==> src/hw/rtl/cqm_pkg.sv <==
// Shared constants and types for the circular queue with membership check.
// Used by cqm_cell and circular_queue_with_membership; depends on nothing.
package cqm_pkg;

    localparam int DEPTH_DEFAULT   = 8;
    localparam int ID_BITS_DEFAULT = 8;

    localparam int OP_BITS = 2;

    localparam logic [OP_BITS-1:0] OP_ENQ   = 2'd0;
    localparam logic [OP_BITS-1:0] OP_DEQ   = 2'd1;
    localparam logic [OP_BITS-1:0] OP_CHECK = 2'd2;
    localparam logic [OP_BITS-1:0] OP_NOP   = 2'd3;

    // Per-cell control: load takes the incoming identifier, shift takes the
    // value of the next cell up the ring.
    typedef struct packed {
        logic load;
        logic shift;
    } t_cell_ctrl;

endpackage

==> src/hw/rtl/cqm_cell.sv <==
// One storage cell of the identifier ring.
// Depends on cqm_pkg for the cell control struct.
module cqm_cell #(
    parameter int ID_BITS = cqm_pkg::ID_BITS_DEFAULT
) (
    input  logic                i_clk,
    input  cqm_pkg::t_cell_ctrl i_ctrl,
    input  logic [ID_BITS-1:0]  i_id,
    input  logic [ID_BITS-1:0]  i_next,
    output logic [ID_BITS-1:0]  o_value
);

    logic [ID_BITS-1:0] r_value;
    logic [ID_BITS-1:0] n_value;

    always_comb begin
        n_value = r_value;
        if (i_ctrl.load) begin
            n_value = i_id;
        end else if (i_ctrl.shift) begin
            n_value = i_next;
        end
    end

    always_ff @(posedge i_clk) begin
        r_value <= n_value;
    end

    assign o_value = r_value;

endmodule

==> src/hw/rtl/circular_queue_with_membership.sv <==
// Top level: FIFO of identifiers held in a ring of cqm_cell instances,
// with a membership check that rotates the ring past cell 0.
// Depends on cqm_pkg and cqm_cell.
//
//  channel   | handshake         | fields
//  ----------+-------------------+---------------------------------------------
//  command   | start / busy      | i_operation, i_team_id
//  result    | o_valid (strobe)  | o_accepted, o_data_valid, o_dequeued_id,
//            |                   | o_absent, o_full_flag, o_empty_flag
//
// For enqueue, dequeue and the unused code the result strobes in the cycle
// after acceptance and busy stays low.
// Check holds busy while the ring makes one full turn, one entry compared
// at cell 0 per cycle; the result strobes in the cycle after the last comparison.
// Reset is synchronous and empties the queue; cell contents are not cleared.
// The receiver cannot stall: each result is present for exactly one cycle.
module circular_queue_with_membership #(
    parameter int DEPTH   = cqm_pkg::DEPTH_DEFAULT,
    parameter int ID_BITS = cqm_pkg::ID_BITS_DEFAULT
) (
    input  logic                        i_clk,
    input  logic                        i_rst_n,
    input  logic                        start,
    output logic                        busy,
    input  logic [cqm_pkg::OP_BITS-1:0] i_operation,
    input  logic [ID_BITS-1:0]          i_team_id,
    output logic                        o_valid,
    output logic                        o_accepted,
    output logic                        o_data_valid,
    output logic [ID_BITS-1:0]          o_dequeued_id,
    output logic                        o_absent,
    output logic                        o_full_flag,
    output logic                        o_empty_flag
);

    localparam int CW = $clog2(DEPTH + 1);
    localparam int SW = $clog2(DEPTH);

    logic [ID_BITS-1:0] w_value [DEPTH];
    logic [DEPTH-1:0]   w_load;
    logic               w_shift;
    logic               w_accept;
    logic               w_full;
    logic               w_empty;
    logic               w_hit;
    logic               w_last;

    logic               r_busy,  n_busy;
    logic [CW-1:0]      r_count, n_count;
    logic [SW-1:0]      r_step,  n_step;
    logic [ID_BITS-1:0] r_id,    n_id;
    logic               r_found, n_found;
    logic               r_valid, n_valid;
    logic               r_acc,   n_acc;
    logic               r_dval,  n_dval;
    logic [ID_BITS-1:0] r_deq,   n_deq;
    logic               r_abs,   n_abs;
    logic               r_full,  n_full;
    logic               r_empty, n_empty;

    assign w_accept = start && !r_busy;
    assign w_full   = (r_count == CW'(DEPTH));
    assign w_empty  = (r_count == '0);
    assign w_last   = (r_step == SW'(DEPTH - 1));
    // Position r_step of the walk holds a live entry only below the count.
    assign w_hit    = (CW'(r_step) < r_count) && (w_value[0] == r_id);

    assign w_shift = r_busy
                  || (w_accept && (i_operation == cqm_pkg::OP_DEQ) && !w_empty);

    genvar g;
    generate
        for (g = 0; g < DEPTH; g++) begin : g_cell
            cqm_pkg::t_cell_ctrl w_ctrl;

            assign w_load[g] = w_accept && (i_operation == cqm_pkg::OP_ENQ)
                            && !w_full && (r_count == CW'(g));
            assign w_ctrl.load  = w_load[g];
            assign w_ctrl.shift = w_shift;

            cqm_cell #(
                .ID_BITS(ID_BITS)
            ) u_cell (
                .i_clk  (i_clk),
                .i_ctrl (w_ctrl),
                .i_id   (i_team_id),
                .i_next (w_value[(g + 1) % DEPTH]),
                .o_value(w_value[g])
            );
        end
    endgenerate

    always_comb begin
        n_busy  = r_busy;
        n_count = r_count;
        n_step  = r_step;
        n_id    = r_id;
        n_found = r_found;
        n_valid = 1'b0;
        n_acc   = 1'b0;
        n_dval  = 1'b0;
        n_deq   = '0;
        n_abs   = 1'b0;
        n_full  = r_full;
        n_empty = r_empty;

        if (r_busy) begin
            if (w_hit) begin
                n_found = 1'b1;
            end
            n_step = r_step + SW'(1);
            if (w_last) begin
                n_busy  = 1'b0;
                n_valid = 1'b1;
                n_abs   = !(r_found || w_hit);
                n_full  = w_full;
                n_empty = w_empty;
            end
        end else if (w_accept) begin
            unique case (i_operation)
                cqm_pkg::OP_ENQ: begin
                    n_valid = 1'b1;
                    if (!w_full) begin
                        n_count = r_count + CW'(1);
                        n_acc   = 1'b1;
                    end
                end
                cqm_pkg::OP_DEQ: begin
                    n_valid = 1'b1;
                    if (!w_empty) begin
                        n_count = r_count - CW'(1);
                        n_dval  = 1'b1;
                        n_deq   = w_value[0];
                    end
                end
                cqm_pkg::OP_CHECK: begin
                    n_busy  = 1'b1;
                    n_step  = '0;
                    n_id    = i_team_id;
                    n_found = 1'b0;
                end
                default: begin
                    n_valid = 1'b1;
                end
            endcase
            if (i_operation != cqm_pkg::OP_CHECK) begin
                n_full  = (n_count == CW'(DEPTH));
                n_empty = (n_count == '0);
            end
        end
    end

    always_ff @(posedge i_clk) begin
        if (!i_rst_n) begin
            r_busy  <= 1'b0;
            r_count <= '0;
            r_step  <= '0;
            r_found <= 1'b0;
            r_valid <= 1'b0;
            r_full  <= 1'b0;
            r_empty <= 1'b1;
        end else begin
            r_busy  <= n_busy;
            r_count <= n_count;
            r_step  <= n_step;
            r_found <= n_found;
            r_valid <= n_valid;
            r_full  <= n_full;
            r_empty <= n_empty;
        end
    end

    always_ff @(posedge i_clk) begin
        r_id   <= n_id;
        r_acc  <= n_acc;
        r_dval <= n_dval;
        r_deq  <= n_deq;
        r_abs  <= n_abs;
    end

    assign busy          = r_busy;
    assign o_valid       = r_valid;
    assign o_accepted    = r_acc;
    assign o_data_valid  = r_dval;
    assign o_dequeued_id = r_deq;
    assign o_absent      = r_abs;
    assign o_full_flag   = r_full;
    assign o_empty_flag  = r_empty;

    // Every accepted item either reports at once or starts a ring walk.
    a_accept_answers: assert property (@(posedge i_clk) disable iff (!i_rst_n)
        (start && !busy) |=> (o_valid || busy))
        else $error("accepted item produced neither a result nor a walk");

    // A result never appears while a walk is still running.
    a_no_result_busy: assert property (@(posedge i_clk) disable iff (!i_rst_n)
        o_valid |-> !busy)
        else $error("result strobe during a busy walk");

    // Only a check command starts a walk.
    a_walk_from_check: assert property (@(posedge i_clk) disable iff (!i_rst_n)
        $rose(busy) |-> ($past(start) && ($past(i_operation) == cqm_pkg::OP_CHECK)))
        else $error("walk started by something other than a check");

    // The occupancy never goes past the ring size, and full and empty exclude each other.
    a_count_range: assert property (@(posedge i_clk) disable iff (!i_rst_n)
        (r_count <= CW'(DEPTH)) && !(o_full_flag && o_empty_flag))
        else $error("occupancy out of range or conflicting flags");

endmodule

==> config.mk <==
export PLATFORM = sky130hd
export DESIGN_NAME = circular_queue_with_membership
export DESIGN_NICKNAME = d
export VERILOG_FILES = /design/src/hw/rtl/cqm_pkg.sv /design/src/hw/rtl/cqm_cell.sv /design/src/hw/rtl/circular_queue_with_membership.sv
export SDC_FILE = /design/constraint.sdc
export NUM_CORES = 1
export LEC_CHECK = 0
export BUFFER_PORTS_ARGS = -buffer_cell sky130_fd_sc_hd__clkbuf_2
export CAP_MARGIN = 10
export CELL_PAD_IN_SITES_DETAIL_PLACEMENT = 1
export CELL_PAD_IN_SITES_GLOBAL_PLACEMENT = 1
export CORE_MARGIN = 1.5
export CORE_UTILIZATION = 25
export DETAILED_ROUTE_END_ITERATION = 8
export PLACE_DENSITY = 0.49
export SYNTH_ARGS = -nofsm -noshare
export SYNTH_HDL_FRONTEND = slang
export SYNTH_SLANG_ARGS = --single-unit
==> constraint.sdc <==
create_clock -name i_clk -period 3.1 [get_ports i_clk]
set_input_delay 0.465 -clock i_clk [delete_from_list [all_inputs] [get_ports i_clk]]
set_output_delay 0.465 -clock i_clk [all_outputs]
set_load 0.01 [all_outputs]
==> run summary, run 1 <==
run status -> complete, no violations
# setup viols final -> 0
pin count of the biggest net entering global routing -> 19
CP startpoint kind -> flip-flop
Residual DRC -> 0
Tcrit/Tclk final -> 82.96%
clock buffer count from CTS -> 9
clock-pin slew on the worst setup and hold paths -> 0.07 ns
Cell variety after synth -> 47
CP arrival -> 2.59 ns
Hold EP -> o_absent
wirelength, routed -> 10080 um
dominant synthesized flop cell -> edfxtp_1
Critical Path End Type -> flip-flop
#FFs+latches synth -> 95
Clock Skews -> 0.01023 ns
Final min period -> 2.572 ns
# diodes -> 0
Post-synth EDFFs -> 72
Total Die Area -> 17760 um2
Vias -> 2511
TritonCTS sink count -> 95
Post-CTS Setup Bufs -> 0
top-area cell type share of the netlist area -> 50.96%
commonest cells in the netlist -> 72 x edfxtp_1, 51 x mux2_2, 23 x dfxtp_1, 18 x nand2_1, 13 x mux2_1
type of the most critical hold path -> reg2reg
setup TNS after final layout -> 0 ns
Ports -> 28
count of buffers from port buffering -> 27
area delta synth->final -> 17.22%
root buf cell -> clkbuf_16
Pleak -> 0.001836 uW
fmax -> 0.3889 GHz
r2r setup slk -> 0.53 ns
Hold Fails Final Rpt -> 0
nets@finish -> 355
cell taking the most area after synthesis -> edfxtp_1
# H-tree levels -> 3
Internal Pwr Total -> 2282 uW
Die X -> 133.3 um
relative slew slack -> 63.16%
num rows -> 47
origin of the critical flop-to-flop path -> r_count[0]
clock power share -> 41.6%
sw power -> 721.7 uW
Synth Instances -> 301
Vias/cell -> 4.500
Slew @ Worst Pin -> 0.5506 ns
P per Cell Area -> 603.9 nW/um2
drt first-iter violations -> 158
chip height -> 133.3 um
Post-CTS Resized -> 0
first-pass GRT wire length -> 15770 um
Max Cap Viol -> 0
# hold bufs at CTS -> 0
Final ANT Viol Nets -> 0
reg2reg end -> g_cell[0].u_cell.o_value[4]
Seq/Total Area, Yosys -> 61.81%
total power -> 3003 uW
Clk Latency, worst-skew pair -> 0.35 ns
WP data required -> 3.12 ns
area of the core -> 16580 um2
Setup WS pre-CTS -> 0.5521 ns
Comb pwr share -> 8.8%
Synth Cell Area -> 4243 um2
Avg Cell Area, Syn -> 14.10 um2
initial antenna violation count -> 0
async set-reset flop share out of synthesis -> 0%
PnR worst setup slack -> 0.5284 ns
total grt overflow -> 0
Max IR drop VDD -> 0.2854 mV
layout cell share with drive strength beyond 1 -> 30.47%
GRT Util Overall -> 12.18%
Detailed Place HPWL -> 7109 um
GPL Wtd Cong -> 0.7738
routed len/inst -> 18.06 um
Switching Share -> 24.03%
Max Fanout on Critical Path -> 9
Slew Viols, Final -> 0
hold_sp -> r_found
synth top area cells -> edfxtp_1 51%, mux2_2 14%, dfxtp_1 11%
Clock Tree Buf Depth -> 2
hold path cells -> 1
Sequential Power Share -> 49.6%
initial core utilization -> 25.58%
FF-to-FF path depth -> 7
CTS tree -> yes
Syn Nets -> 323
DR pass1 iterations -> 4
vias in the first global route -> 2619
most frequent cell after synthesis -> edfxtp_1
RSZ-0062 raised after global routing -> no
Yosys warnings -> 0
critical path class -> reg2reg
-- sequential cells by signal, indices dropped and copies added (netlist names) --
signal                 cells
busy                       1
o_full_flag                1
r_id                       8
o_valid                    1
o_accepted                 1
g_cell.u_cell.o_value     64
o_dequeued_id              8
o_empty_flag               1
r_step                     3
o_data_valid               1
r_found                    1
o_absent                   1
r_count                    4
-- cell type report --
class	count	area, um2
clock inverter	7	110.1
inverter	5	18.77
tap	220	275.3
fill	1791	11610
timing repair buffer	31	165.2
clock buffer	9	225.2
multi-input combinational	191	1556
sequential	95	2623
-- worst max path at each step --
| stage | start | to | slack [ns] | cells after the start |
|---|---|---|---|---|
| 2_1_floorplan | r_count[0] | g_cell[1].u_cell.o_value[0] | 0.93 | 6 |
| 3_3_place_gp | r_count[1] | g_cell[4].u_cell.o_value[3] | 0.66 | 7 |
| 3_5_place_dp | r_count[0] | g_cell[1].u_cell.o_value[6] | 0.55 | 7 |
| 4_1_cts | r_count[0] | g_cell[1].u_cell.o_value[0] | 0.54 | 7 |
| 5_1_grt | r_count[0] | g_cell[7].u_cell.o_value[1] | 0.27 | 7 |
| 6_report | r_count[0] | g_cell[0].u_cell.o_value[4] | 0.53 | 7 |
-- power by group through the flow --
stage                     sequential, uW  combinational (uW)  clock [uW]
after floorplan                     1500                 171           0
after global placement              1520                 266           0
after detailed placement            1520                 266           0
after CTS                           1490                 269        1280
after global routing                1500                 298        1330
final                               1490                 266        1250
-- through the flow --
stage               cells  instance area, um2  utilization [%]  hold slack, ns
CTS                   558                4974            29.99          0.4148
global placement      542                4638            27.97          0.4069
finish                558                4974            29.99          0.4205
floorplan             301                4243                -          0.3905
global route          558                4974            29.99          0.4590
detailed placement    542                4638            27.97          0.4043
-- kinds of logic (layout without fill, tap and decap cells) --
kind of cell               after synthesis  in the layout  share of synthesized area [%]
muxes                                   64             64                          16.99
AOI/OAI and AO/OA                       32             32                          5.220
adders and majority gates                9              9                          2.654
buffers and inverters                   15             52                          1.504
DFF                                     95             95                          61.81
xor gates and xnor gates                12             12                          2.477
and+or+nand+nor                         74             74                          9.348
-- worst max-delay path, stage by stage, from the launching register on --
cell and delay [ns]:
dfxtp_1 0.36, inv_1 0.19, ha_1 0.29, nor3b_2 0.49, nor2_1 0.27, a21oi_1 0.22, buf_4 0.20, nand2_1 0.24
-- cells in the final DEF (no fill, tap or decap), types with 2 or more instances in the layout --
cell type and instances:
edfxtp_1 72, inv_1 4, nand3_1 3, a211oi_1 3, a22oi_1 2, o211a_1 2
and3_1 10, inv_8 3, mux2_2 51, bufinv_16 2, clkbuf_2 27, buf_4 4
nand2b_1 8, ha_1 9, nor2_1 11, xor2_1 10, nand2_1 18, o21ai_1 3
nor2b_1 7, mux2_1 13, dfxtp_1 23, clkbuf_16 9, a21boi_0 2, a21oi_1 8
or2_1 2, and2_1 5, xnor2_1 2, nor4_1 2
-- per-layer routing --
metal / track usage [%] / wire (um)
met4: 4.348 / 156
met1: 16.37 / 4890
met3: 3.463 / 425
met5: 0 / 0
met2: 18.77 / 4605
(Power assumes the default switching activity.)
==> run 2, diff against run 1 <==
- PLACE_DENSITY: 0.49 -> 0.51
- clock period: 3.1 -> 2.07 ns (I/O delays scaled with it)
==> run 2 against run 1 <==
Effect of this change:
- critical path depth increased by 1
- via count increased by 1.5%
- flip-flop and latch count unchanged
- sequential power increased by 49%
- die area unchanged
- sequential share of layout area decreased by 2.1 points
- largest power group unchanged
- cell count increased by 5.4%
- global-route usage increased by 0.41 points
- maximum frequency increased by 31%
- non-clock buffer count increased by 30
==> run summary, run 2 (same netlist as run 1, synthesis figures left out) <==
critical path class -> reg2reg (unchanged)
Pleak -> 0.001963 uW (was 0.001836 uW)
clock-pin slew on the worst setup and hold paths -> 0.07 ns (about the same)
setup TNS after final layout -> 0 ns (unchanged)
Clk Latency, worst-skew pair -> 0.35 ns (about the same)
clock buffer count from CTS -> 9 (unchanged)
area delta synth->final -> 22.15% (was 17.22%)
total grt overflow -> 0 (unchanged)
Hold Fails Final Rpt -> 0 (unchanged)
max reg flops -> 64 (unchanged)
Detailed Place HPWL -> 7447 um (was 7109 um)
Ports -> 28 (unchanged)
Total Die Area -> 17760 um2 (unchanged)
drt first-iter violations -> 123 (was 158)
P per Cell Area -> 815.2 nW/um2 (was 603.9 nW/um2)
WP data required -> 2.35 ns (was 3.12 ns)
fmax -> 0.5106 GHz (was 0.3889 GHz)
initial antenna violation count -> 0 (unchanged)
met3 WL -> 372 um (was 425 um)
type of the most critical hold path -> in2reg (was reg2reg)
run status -> complete, no violations (unchanged)
# diodes -> 0 (unchanged)
Vias/cell -> 4.333 (was 4.500)
routed len/inst -> 17.81 um (was 18.06 um)
CP startpoint kind -> flip-flop (unchanged)
GRT Util Overall -> 12.59% (was 12.18%)
PnR worst setup slack -> 0.1114 ns (was 0.5284 ns)
FF-to-FF path depth -> 8 (was 7)
relative slew slack -> 70.36% (was 63.16%)
wirelength, routed -> 10470 um (was 10080 um)
Max Cap Viol -> 0 (unchanged)
Max Fanout on Critical Path -> 4 (was 9)
DR pass1 iterations -> 4 (unchanged)
met2 wire len -> 4714 um (was 4605 um)
Vias -> 2548 (was 2511)
Finished Core Util -> 31.25% (was 29.99%)
Die X -> 133.3 um (unchanged)
Slew Viols, Final -> 0 (unchanged)
Residual DRC -> 0 (unchanged)
# setup viols final -> 0 (unchanged)
Hold EP -> r_id[7] (was o_absent)
root buf cell -> clkbuf_16 (unchanged)
fillers -> 1796 (was 1791)
origin of the critical flop-to-flop path -> r_count[0] (unchanged)
max layer used -> met4 (unchanged)
Setup WS pre-CTS -> 0.08198 ns (was 0.5521 ns)
GPL Wtd Cong -> 0.8029 (was 0.7738)
Slew @ Worst Pin -> 0.4405 ns (was 0.5506 ns)
count of buffers from port buffering -> 27 (unchanged)
Final min period -> 1.959 ns (was 2.572 ns)
Post-CTS Setup Bufs -> 0 (unchanged)
area of the core -> 16580 um2 (unchanged)
vias in the first global route -> 2758 (was 2619)
num rows -> 47 (unchanged)
WL met1 -> 5219 um (was 4890 um)
# hold bufs at CTS -> 0 (unchanged)
chip height -> 133.3 um (unchanged)
hold path cells -> 1 (unchanged)
layout cell share with drive strength beyond 1 -> 35.87% (was 30.47%)
# H-tree levels -> 3 (unchanged)
Layout Cell Area excl Fill -> 5182 um2 (was 4974 um2)
Clock Tree Buf Depth -> 2 (unchanged)
Max IR drop VDD -> 0.4291 mV (was 0.2854 mV)
first-pass GRT wire length -> 16520 um (was 15770 um)
CP arrival -> 2.24 ns (was 2.59 ns)
reg2reg end -> o_full_flag (was g_cell[0].u_cell.o_value[4])
pin count of the biggest net entering global routing -> 16 (was 19)
Tcrit/Tclk final -> 94.62% (was 82.96%)
hold_sp -> i_team_id[7] (was r_found)
CTS tree -> yes (unchanged)
RSZ-0062 raised after global routing -> no (unchanged)
Clock Skews -> 0.009591 ns (was 0.01023 ns)
Final ANT Viol Nets -> 0 (unchanged)
TritonCTS sink count -> 95 (unchanged)
Critical Path End Type -> flip-flop (unchanged)
Post-DP Area -> 4905 um2 (was 4638 um2)
commonest non-fill, non-tap cell in the layout -> edfxtp_1 (unchanged)
initial core utilization -> 25.58% (unchanged)
r2r setup slk -> 0.11 ns (was 0.53 ns)
most frequent cells in the layout -> 72 x edfxtp_1, 51 x mux2_2, 31 x buf_4 (was 72 x edfxtp_1, 51 x mux2_2, 27 x clkbuf_2)
nets@finish -> 385 (was 355)
[run 2: changes by cell type in the layout (fill, tap and decap cells not counted), sizes merged]
cell	delta
inv	-4
clkinv	+5
clkbuf	+1
buf	+30
bufinv	-2
[run 2: worst max-delay path by stage]
stage,from,slack [ns],to,cells past startpoint
3_3_place_gp,r_count[0],0.14,o_full_flag,8
6_report,r_count[0],0.11,o_full_flag,8
4_1_cts,r_count[0],0.06,o_full_flag,8
5_1_grt,r_count[0],0.01,o_full_flag,8
2_1_floorplan,r_count[0],0.06,g_cell[0].u_cell.o_value[0],6
3_5_place_dp,r_count[0],0.08,o_full_flag,8
[run 2: worst max-delay path, cell delays in order, from the launching register on]
cell and delay, ns:
dfxtp_1 0.34, inv_1 0.06, buf_4 0.15, ha_1 0.20, nor2b_1 0.13, a21oi_1 0.14, o211ai_1 0.15, or4_4 0.56
o21ai_1 0.15
[run 2: routing by layer]
layer	vias to the layer above	global-route usage, %
met5	-	0
met4	0	4.106
met3	14	3.539
met2	48	19.23
met1	1241	17.23
li1	1245	-
[run 2: final cells by class]
type                            instances  area [um2]  share of cell area, %
Multi-Input combinational cell        191        1572                  30.32
Tap cell                              220       275.3                  5.311
Sequential cell                        95        2623                  50.60
Timing Repair Buffer                   61       427.9                  8.257
Clock buffer                           10       229.0                  4.418
Clock inverter                          6       37.54                 0.7243
Inverter                                5       18.77                 0.3621
[run 2: power by group]
group | internal (uW) | switching [uW] | leakage [uW]
registers | 2170 | 48.5 | 0.000851
clock network | 809 | 722 | 0.000128
logic | 211 | 260 | 0.000984
total | 3190 | 1030 | 0.00196
[run 2: what timing repair did]
action	in CTS	in global routing
gates resized for setup	0	2
setup endpoints to repair	0	10
hold endpoints to repair	0	0
[run 2: per-stage QoR]
| stage | hold WS [ns] | cells | power [uW] |
|---|---|---|---|
| floorplan | 0.3905 | 301 | 2507 |
| global placement | 0.4044 | 572 | 2727 |
| detailed placement | 0.4202 | 572 | 2732 |
| CTS | 0.3229 | 588 | 4282 |
| global route | 0.3355 | 588 | 4409 |
| finish | 0.3391 | 588 | 4225 |
==> run 3, diff against run 2 <==
- PLACE_DENSITY: 0.51 -> default
- PLACE_DENSITY_LB_ADDON: default -> 0.1
- SETUP_SLACK_MARGIN: default -> 0.15
==> run 3 against run 2 <==
Effect of this change:
- total power grew 3.5%
- die area is the same
- design area grew 0.99%
- critical path depth shrank 1
- via count grew 0.35%
- wire length grew 0.77%
- worst setup slack gained 0.13 ns
- sequential share of layout area shrank 0.47 points
==> run summary, run 3 (same netlist as run 1, synthesis figures left out) <==
Max IR drop VDD -> 0.3925 mV (was 0.4291 mV)
layout cell share with drive strength beyond 1 -> 40.11% (was 35.87%)
Comb pwr share -> 11.0% (was 11.1%)
relative slew slack -> 74.04% (was 70.36%)
initial antenna violation count -> 0 (unchanged)
area delta synth->final -> 23.36% (was 22.15%)
most frequent cells in the layout -> 72 x edfxtp_1, 51 x mux2_2, 27 x clkbuf_2 (was 72 x edfxtp_1, 51 x mux2_2, 31 x buf_4)
Ports -> 28 (unchanged)
Internal Pwr Total -> 3289 uW (was 3194 uW)
Clk Latency, worst-skew pair -> 0.34 ns (was 0.35 ns)
type of the most critical hold path -> in2reg (unchanged)
Slew Viols, Final -> 0 (unchanged)
fmax -> 0.5455 GHz (was 0.5106 GHz)
Clock Skews -> 0.008284 ns (was 0.009591 ns)
run status -> complete, no violations (unchanged)
initial core utilization -> 25.58% (unchanged)
critical path class -> reg2reg (unchanged)
CP arrival -> 2.12 ns (was 2.24 ns)
max reg flops -> 64 (unchanged)
pin count of the biggest net entering global routing -> 18 (was 16)
Layout Cell Area excl Fill -> 5234 um2 (was 5182 um2)
Clock Tree Buf Depth -> 2 (unchanged)
TritonCTS sink count -> 95 (unchanged)
num rows -> 47 (unchanged)
Slew @ Worst Pin -> 0.3888 ns (was 0.4405 ns)
CP startpoint kind -> flip-flop (unchanged)
GRT Util Overall -> 12.59% (about the same)
setup TNS after final layout -> 0 ns (unchanged)
first-pass GRT wire length -> 16330 um (was 16520 um)
Final ANT Viol Nets -> 0 (unchanged)
GPL Wtd Cong -> 0.7602 (was 0.8029)
Residual DRC -> 0 (unchanged)
sw power -> 1083 uW (was 1031 uW)
# setup viols final -> 0 (unchanged)
Final min period -> 1.833 ns (was 1.959 ns)
vias in the first global route -> 2613 (was 2758)
routed len/inst -> 18.20 um (was 17.81 um)
clock power share -> 38.0% (was 36.2%)
Max Fanout on Critical Path -> 6 (was 4)
Post-DP Area -> 4851 um2 (was 4905 um2)
Pleak -> 0.001945 uW (was 0.001963 uW)
total grt overflow -> 0 (unchanged)
RSZ-0062 raised after global routing -> yes (was no)
nets@finish -> 376 (was 385)
Max Cap Viol -> 0 (unchanged)
Tcrit/Tclk final -> 88.56% (was 94.62%)
Switching Share -> 24.77% (was 24.39%)
chip height -> 133.3 um (unchanged)
Total Die Area -> 17760 um2 (unchanged)
count of buffers from port buffering -> 27 (unchanged)
WP data required -> 2.35 ns (about the same)
area of the core -> 16580 um2 (unchanged)
drt first-iter violations -> 135 (was 123)
# H-tree levels -> 3 (unchanged)
r2r setup slk -> 0.24 ns (was 0.11 ns)
fillers -> 1778 (was 1796)
root buf cell -> clkbuf_16 (unchanged)
Detailed Place HPWL -> 7287 um (was 7447 um)
commonest non-fill, non-tap cell in the layout -> edfxtp_1 (unchanged)
clock buffer count from CTS -> 9 (unchanged)
wirelength, routed -> 10560 um (was 10470 um)
Hold Fails Final Rpt -> 0 (unchanged)
Critical Path End Type -> flip-flop (unchanged)
Die X -> 133.3 um (unchanged)
DR pass1 iterations -> 4 (unchanged)
clock-pin slew on the worst setup and hold paths -> 0.07 ns (about the same)
Vias -> 2557 (was 2548)
CTS tree -> yes (unchanged)
Sequential Power Share -> 50.9% (was 52.6%)
Vias/cell -> 4.409 (was 4.333)
P per Cell Area -> 835.2 nW/um2 (was 815.2 nW/um2)
run 3: metal layers:
metal	track usage [%]	up-vias	wire, um
li1	-	1232	-
met1	18.68	1279	5663
met2	17.88	35	4478
met3	2.588	11	254
met4	4.891	0	158
met5	0	-	0
run 3: final cells by class:
cell class	count	area [um2]	area share, %
well taps	220	275.3	5.259
clock inverters	5	38.79	0.7411
clock buffers	11	254.0	4.853
repair buffers	52	372.9	7.124
multi-input cells	191	1648	31.48
flip-flops and latches	95	2624	50.13
inverters	5	18.77	0.3586
diodes	1	2.502	0.04781
run 3: stage by stage:
| step | power (uW) | hold WS, ns | cells | setup WS [ns] | util (%) |
|---|---|---|---|---|---|
| 2_1_floorplan | 2513 | 0.3905 | 301 | 0.1263 | - |
| 3_3_place_gp | 2726 | 0.4079 | 562 | 0.08933 | 29.25 |
| 3_5_place_dp | 2728 | 0.4189 | 562 | 0.05769 | 29.25 |
| 4_1_cts | 4411 | 0.3611 | 578 | 0.1385 | 31.05 |
| 5_1_grt | 4543 | 0.3641 | 579 | 0.1186 | 31.55 |
| 6_report | 4371 | 0.3674 | 580 | 0.2368 | 31.56 |
run 3: final timing paths:
kind                     start           to  cells past startpoint
setup / recovery    r_count[1]  o_full_flag                      7
hold / removal    i_team_id[2]      r_id[2]                      1
setup reg to reg    r_count[1]  o_full_flag                      7
hold reg to reg        r_found     o_absent                      1
run 3: power by group through the flow:
| stage | clock network, uW | logic, uW | registers, uW |
|---|---|---|---|
| after floorplan | 0 | 261 | 2250 |
| after global placement | 0 | 456 | 2270 |
| after detailed placement | 0 | 459 | 2270 |
| after CTS | 1720 | 465 | 2230 |
| after global routing | 1770 | 535 | 2240 |
| final | 1660 | 482 | 2230 |
run 3: timing repair:
item	CTS	global route
pin swaps	0	2
hold buffers	0	0
gates resized for setup	2	24
buffers inserted	0	1
endpoints found under the setup margin	16	95
run 3: worst max-delay path, cell delays in order, from the launching register on:
cell and delay [ns]:
dfxtp_1 0.34, buf_4 0.16, ha_2 0.23, nor2_1 0.05
o21ai_0 0.15, o211ai_1 0.16, or4_4 0.54, o21ai_1 0.13
